$ cat src/hdl/tcc_pkg.sv
`timescale 1ns / 1ps

package tcc_pkg;

  localparam int SCREEN_WIDTH  = 80;
  localparam int SCREEN_HEIGHT = 25;
  localparam int TERM_COUNT    = 4;

  localparam int CELLS      = SCREEN_WIDTH * SCREEN_HEIGHT;
  localparam int SAVE_CELLS = TERM_COUNT * CELLS;
  localparam int SCR_AW     = $clog2(CELLS);
  localparam int SAV_AW     = $clog2(SAVE_CELLS);
  localparam int TERM_IW    = (TERM_COUNT > 1) ? $clog2(TERM_COUNT) : 1;

  localparam int OP_W    = 3;
  localparam int CHAR_W  = 8;
  localparam int STEP_W  = 2;
  localparam int TGT_W   = 4;
  localparam int COLOR_W = 8;
  localparam int ADDR_W  = 11;
  localparam int COL_W   = 7;
  localparam int ROW_W   = 5;
  localparam int OFF_W   = 11;
  localparam int ACT_W   = 2;
  localparam int CELL_W  = 16;

  localparam logic [CHAR_W-1:0]  NEWLINE_CHAR  = 8'h0A;
  localparam logic [CHAR_W-1:0]  BLANK_CHAR    = 8'h20;
  localparam logic [COLOR_W-1:0] DEFAULT_COLOR = 8'h0F;

  typedef enum logic [OP_W-1:0] {
    OP_PUT         = 3'd0,
    OP_MOVE        = 3'd1,
    OP_SWITCH      = 3'd2,
    OP_SET_COLOR   = 3'd3,
    OP_RESET_COLOR = 3'd4,
    OP_READ        = 3'd5
  } tcc_op_t;

  typedef struct packed {
    logic [COL_W-1:0] col;
    logic [ROW_W-1:0] row;
    logic             scroll;
  } tcc_move_t;

  typedef struct packed {
    logic              we;
    logic [SCR_AW-1:0] waddr;
    logic [CELL_W-1:0] wdata;
    logic              re;
    logic [SCR_AW-1:0] raddr;
  } tcc_scr_req_t;

  typedef struct packed {
    logic              we;
    logic [SAV_AW-1:0] waddr;
    logic [CELL_W-1:0] wdata;
    logic              re;
    logic [SAV_AW-1:0] raddr;
  } tcc_sav_req_t;

endpackage

$ cat src/hdl/tcc_cursor_step.sv
`timescale 1ns / 1ps

module tcc_cursor_step import tcc_pkg::*; (
  input  logic [COL_W-1:0]  col,
  input  logic [ROW_W-1:0]  row,
  input  logic [STEP_W-1:0] dx,
  input  logic [STEP_W-1:0] dy,
  output tcc_move_t         mv
);

  localparam logic signed [9:0] W_S = 10'(SCREEN_WIDTH);
  localparam logic signed [9:0] H_S = 10'(SCREEN_HEIGHT);

  logic signed [9:0] c;
  logic signed [9:0] r;

  always_comb begin
    c = $signed({3'b000, col}) + $signed({{8{dx[1]}}, dx});
    r = $signed({5'b00000, row}) + $signed({{8{dy[1]}}, dy});
    // A column that leaves the line wraps into the neighboring row.
    if (c < 0) begin
      c = c + W_S;
      r = r - 10'sd1;
    end else if (c >= W_S) begin
      c = c - W_S;
      r = r + 10'sd1;
    end
    mv.col    = c[COL_W-1:0];
    mv.row    = row;
    mv.scroll = 1'b0;
    if (r >= 0 && r < H_S) begin
      mv.row = r[ROW_W-1:0];
    end else if (r == H_S) begin
      mv.row    = ROW_W'(SCREEN_HEIGHT - 1);
      mv.scroll = 1'b1;
    end
  end

endmodule

$ cat config.mk
export PLATFORM = sky130hd
export DESIGN_NAME = tcc_cursor_step
export DESIGN_NICKNAME = d
export VERILOG_FILES = /design/src/hdl/tcc_pkg.sv /design/src/hdl/tcc_cursor_step.sv
export SDC_FILE = /design/constraint.sdc
export NUM_CORES = 1
export LEC_CHECK = 0
export BUFFER_PORTS_ARGS = -buffer_cell sky130_fd_sc_hd__buf_2
export CAP_MARGIN = 20
export CORE_ASPECT_RATIO = 1.2
export CORE_UTILIZATION = 45
export DETAILED_ROUTE_END_ITERATION = 10
export PLACE_DENSITY = 0.72
export SLEW_MARGIN = 20
export SYNTH_ARGS = -nofsm -noshare
export SYNTH_HDL_FRONTEND = slang
export SYNTH_SLANG_ARGS = --single-unit
$ cat constraint.sdc
create_clock -name vclk -period 5.4
set_input_delay 0.54 -clock vclk [all_inputs]
set_output_delay 0.54 -clock vclk [all_outputs]
set_load 0.05 [all_outputs]
After elaboration in Yosys (flattened, before gate mapping)
Index checks and enable logic that the tools add are counted.

Register bits after elaboration: 0. Output and inout port bits: 13.

$add $sub $neg: 6. Magnitude comparators: 4. Eq/ne operators: 1. Multiplexer cells: 7. Reductions and logical operators: 1.

Operators by type and width (count): 2-to-1 mux 10 bit (2); 2-to-1 mux 7 bit (2); == test 10 x 6 -> 1 bit, second input constant (1); >= comparator 10 x 1 -> 1 bit, second input constant (1); < comparator 10 x 6 -> 1 bit, second input constant (1); adder 8 x 2 -> 9 bit (1); >= comparator 9 x 8 -> 1 bit, second input constant (1); < comparator 9 x 1 -> 1 bit, second input constant (1); adder 7 x 2 -> 8 bit, second input constant (1); subtractor 7 x 2 -> 8 bit, second input constant (1); adder 6 x 2 -> 7 bit (1); adder 7 bit, second input constant (1); subtractor 7 bit, second input constant (1); 2-to-1 mux 6 bit (1); 2-to-1 mux 5 bit (1); logical AND 1 bit (1); 2-to-1 mux 1 bit (1).

Logic depth before layout (Yosys ltp)
Word-level depth: 7. Mapped depth: 15. Mapped depth without buffers: 15.

Worst setup path before layout
Ideal clock, no wire load.

Path kind: input -> output. Start: input port col[0]. End: output port mv[0] (netlist bit). Arrival time: 5439 ps. Required time: 4860 ps. Path slack: -579 ps. Stages on the path: 13. Cell sequence: ha_1 -> fa_1 -> a211oi_1 -> nor2_1 -> xor2_1 -> ha_1 -> or4b_1 -> or3_1 -> a41o_2 -> a2111oi_2 -> xor2_1 -> o311a_2 -> nor4_1.

RTL lines: from (decl) (line tcc_cursor_step.sv:4) `input logic [COL_W-1:0] col,`; to (decl) (line tcc_cursor_step.sv:8) `output tcc_move_t mv`.

==> results by group <==
STA
  • Headroom to the max-slew limit: 0.5023
  • Clock period minus final worst setup slack: 5.162 ns
  • Sum Neg Setup Slack: 0 ns
  • Transition at the pin with the smallest max-transition slack: 0.7440 ns
  • Hold violation count in the final report: 0
  • RSZ-0062 raised after global routing: false
  • Final count of pins violating max slew: 0
  • Highest attainable clock frequency: 0.1937 GHz
  • Setup Viol. Count Final: 0
  • Hold Worst Slack: 1.489 ns
  • Final clock period utilization by the worst path: 0.9559

Detailed routing
  • Wire per inst: 13.11 um
  • Count of antenna-violating nets left after detailed routing: 0
  • Drt first-iter violations: 18
  • Residual DRC: 0
  • Total length of routed wires: 2818 um
  • Detailed-route via count: 1,287
  • Number of vias per cell: 5.986
  • First-pass iteration count of the detailed router: 4

Floorplan
  • Placeable core region: 0.002354 mm^2
  • Die Footprint: 0.002754 mm^2
  • Die boundary height: 57.29 um
  • Floorplan row count: 19
  • DIE WIDTH: 48.07 um
  • Number of primary I/O pins: 29
  • Effective utilization at floorplan: 0.4870

Critical path
  • Required time of the worst setup path: 4.86 ns
  • Largest delay share family, worst path: compound AO/OA/AOI/OAI gates
  • Max stage delay on crit path: 0.42 ns
  • Buffers & Inverters on Critical Path: 2
  • Type of element capturing the critical path: primary output
  • Category of the worst setup path launch point: primary input
  • Master of the slowest instance on the critical path: sky130_fd_sc_hd__or4b_1
  • Critical-path maximum fanout: 12
  • Arrival time reported for the critical path endpoint: 4.62 ns
  • Chain of cells forming the critical path: buf_2 > ha_1 > a211oi_2 > o31ai_2 > xnor2_1 > ha_1 > or4b_1 > or3_1 > a41o_2 > a2111oi_4 > xor2_1 > o311a_2 > o21bai_4 > a22o_1 > buf_2
  • Kind of critical path: primary input to primary output

Logic synthesis
  • Unique cell type count in the Yosys netlist: 44
  • Proportion of synthesized chip area in sequential cells: 0
  • Warning count from the yosys run: 0
  • Post-synthesis cell count: 152
  • Average size of a mapped cell: 7.540 um^2
  • Synthesized netlist net count: 190
  • Post-synthesis instance area: 0.001146 mm^2

GRT
  • GRT overflow: 0
  • Number of antenna violations at the first check in global routing: 0
  • Vias in the first global route: 1,163
  • Wire length of the first global-routing pass: 4636 um
  • Total track usage: 0.2211
  • Pin count of the biggest net entering global routing: 14

Finish
  • Layout Nets: 224
  • N_diodes: 0
  • Synthesis-to-finish area growth: 21.51%
  • Layout cell share with drive strength beyond 1: 0.2663
  • Layout clock buffer count: 0
  • Leading cell types in the layout, fill and taps excluded: sky130_fd_sc_hd__buf_2, sky130_fd_sc_hd__ha_1, sky130_fd_sc_hd__inv_1, sky130_fd_sc_hd__nand2_1
  • Multi-input gate area: 0.001126 mm^2
  • Most frequent standard cell in the layout excluding fill and tap cells: sky130_fd_sc_hd__buf_2
  • Total of fill cells in the finished design: 206
  • Seq_cells: 0
  • Filler-free cell count of the finished design: 215
  • Post-Route Utilization: 0.5917
  • Flip-flop and latch area: 0 um^2
  • Post-route standard cell area excluding fillers: 0.001393 mm^2

Placed design
  • Dpl hpwl: 2403 um
  • Global placer's final weighted congestion: 0.9878
  • Placed standard-cell area: 0.001355 mm^2
  • Cell count after placement: 214
  • Port Buffers: 29

Job
  • Number of max-cap violations: 0

Power and ir drop
  • Power Dens Cells: 233.3 mW/mm^2
  • Worst IR Drop VDD: 0.1589 mV
  • Leakage power: 0.6451 nW

Outcome
  • Status: completed

Clocking
  • CTS Hold Buffers Added: 0

Min path
  • Hold WC Path Type: primary input to primary output
## tightest hold or removal path, cell delays in order
cell	delay, ns
sky130_fd_sc_hd__buf_2	0.11
sky130_fd_sc_hd__inv_1	0.04
sky130_fd_sc_hd__a21oi_1	0.05
sky130_fd_sc_hd__buf_2	0.20
## report_power, final
part	total, W	internal, W	switching (W)	leakage, nW
Clock	0	0	0	0
Sequential	0	0	0	0
Combinational	0.000325	0.000106	0.000219	0.645
Total	0.000325	0.000106	0.000219	0.645
## final cells by class
class	count	share of cell area
multi-input cells	137	0.8086
repair buffers	33	0.1258
inverters	14	0.03774
well taps	31	0.02785
## cells by family (layout without fill, tap and decap cells)
logic type,Yosys count,in the layout,synth area share
simple gates,47,47,0.2096
compound gates,53,53,0.3734
fa+ha+maj,22,22,0.2533
buf+inv,15,47,0.04912
xor+xnor,15,15,0.1146
## timing repair
action | in CTS | in global routing
resized for setup | 0 | 5
endpoints found under the hold margin | 0 | 0
endpoints found under the setup margin | 0 | 5
setup buffers | 0 | 1
## per-stage QoR
step | setup slack (ns) | total power (W)
2_1_floorplan | -0.06510 | 0.0002463
3_3_place_gp | 0.1843 | 0.0003093
3_5_place_dp | 0.1660 | 0.0003139
4_1_cts | 0.1293 | 0.0003153
5_1_grt | 0.03875 | 0.0003530
6_report | 0.2381 | 0.0003248
## metal layers
metal  share of wire  global-route usage
met3           0.038                   0
met1            0.41              0.2481
met4           0.020             0.03968
met5               0                   0
met2            0.53              0.4363
## final timing paths
check             endpoint    from  cells past startpoint  slack, ns
setup / recovery     mv[2]   dx[1]                     15       0.24
hold / removal       mv[4]  row[3]                      4       1.49
## cell usage after synthesis, drive strengths merged, types with 2 or more instances
cell type	count	area (um^2)
a2111oi	3	38.79
a21o	3	22.52
nor4	2	12.51
nor3	7	35.03
o211a	2	20.02
or3	5	31.28
xor2	7	61.31
o21a	2	15.01
o211ai	4	35.03
nand2	11	41.29
o21bai	2	26.28
fa	2	40.04
nand3	2	10.01
nand4	3	18.77
ha	20	250.2
and4	2	17.52
o31ai	2	15.01
a211oi	5	47.54
inv	14	52.55
nor2	10	37.54
or2	2	12.51
xnor2	8	70.07
o21ai	5	25.02
a31oi	3	18.77
a211o	3	26.28
a22o	3	26.28
a21oi	9	45.04
No activity file was read; power rests on OpenSTA's default activity.
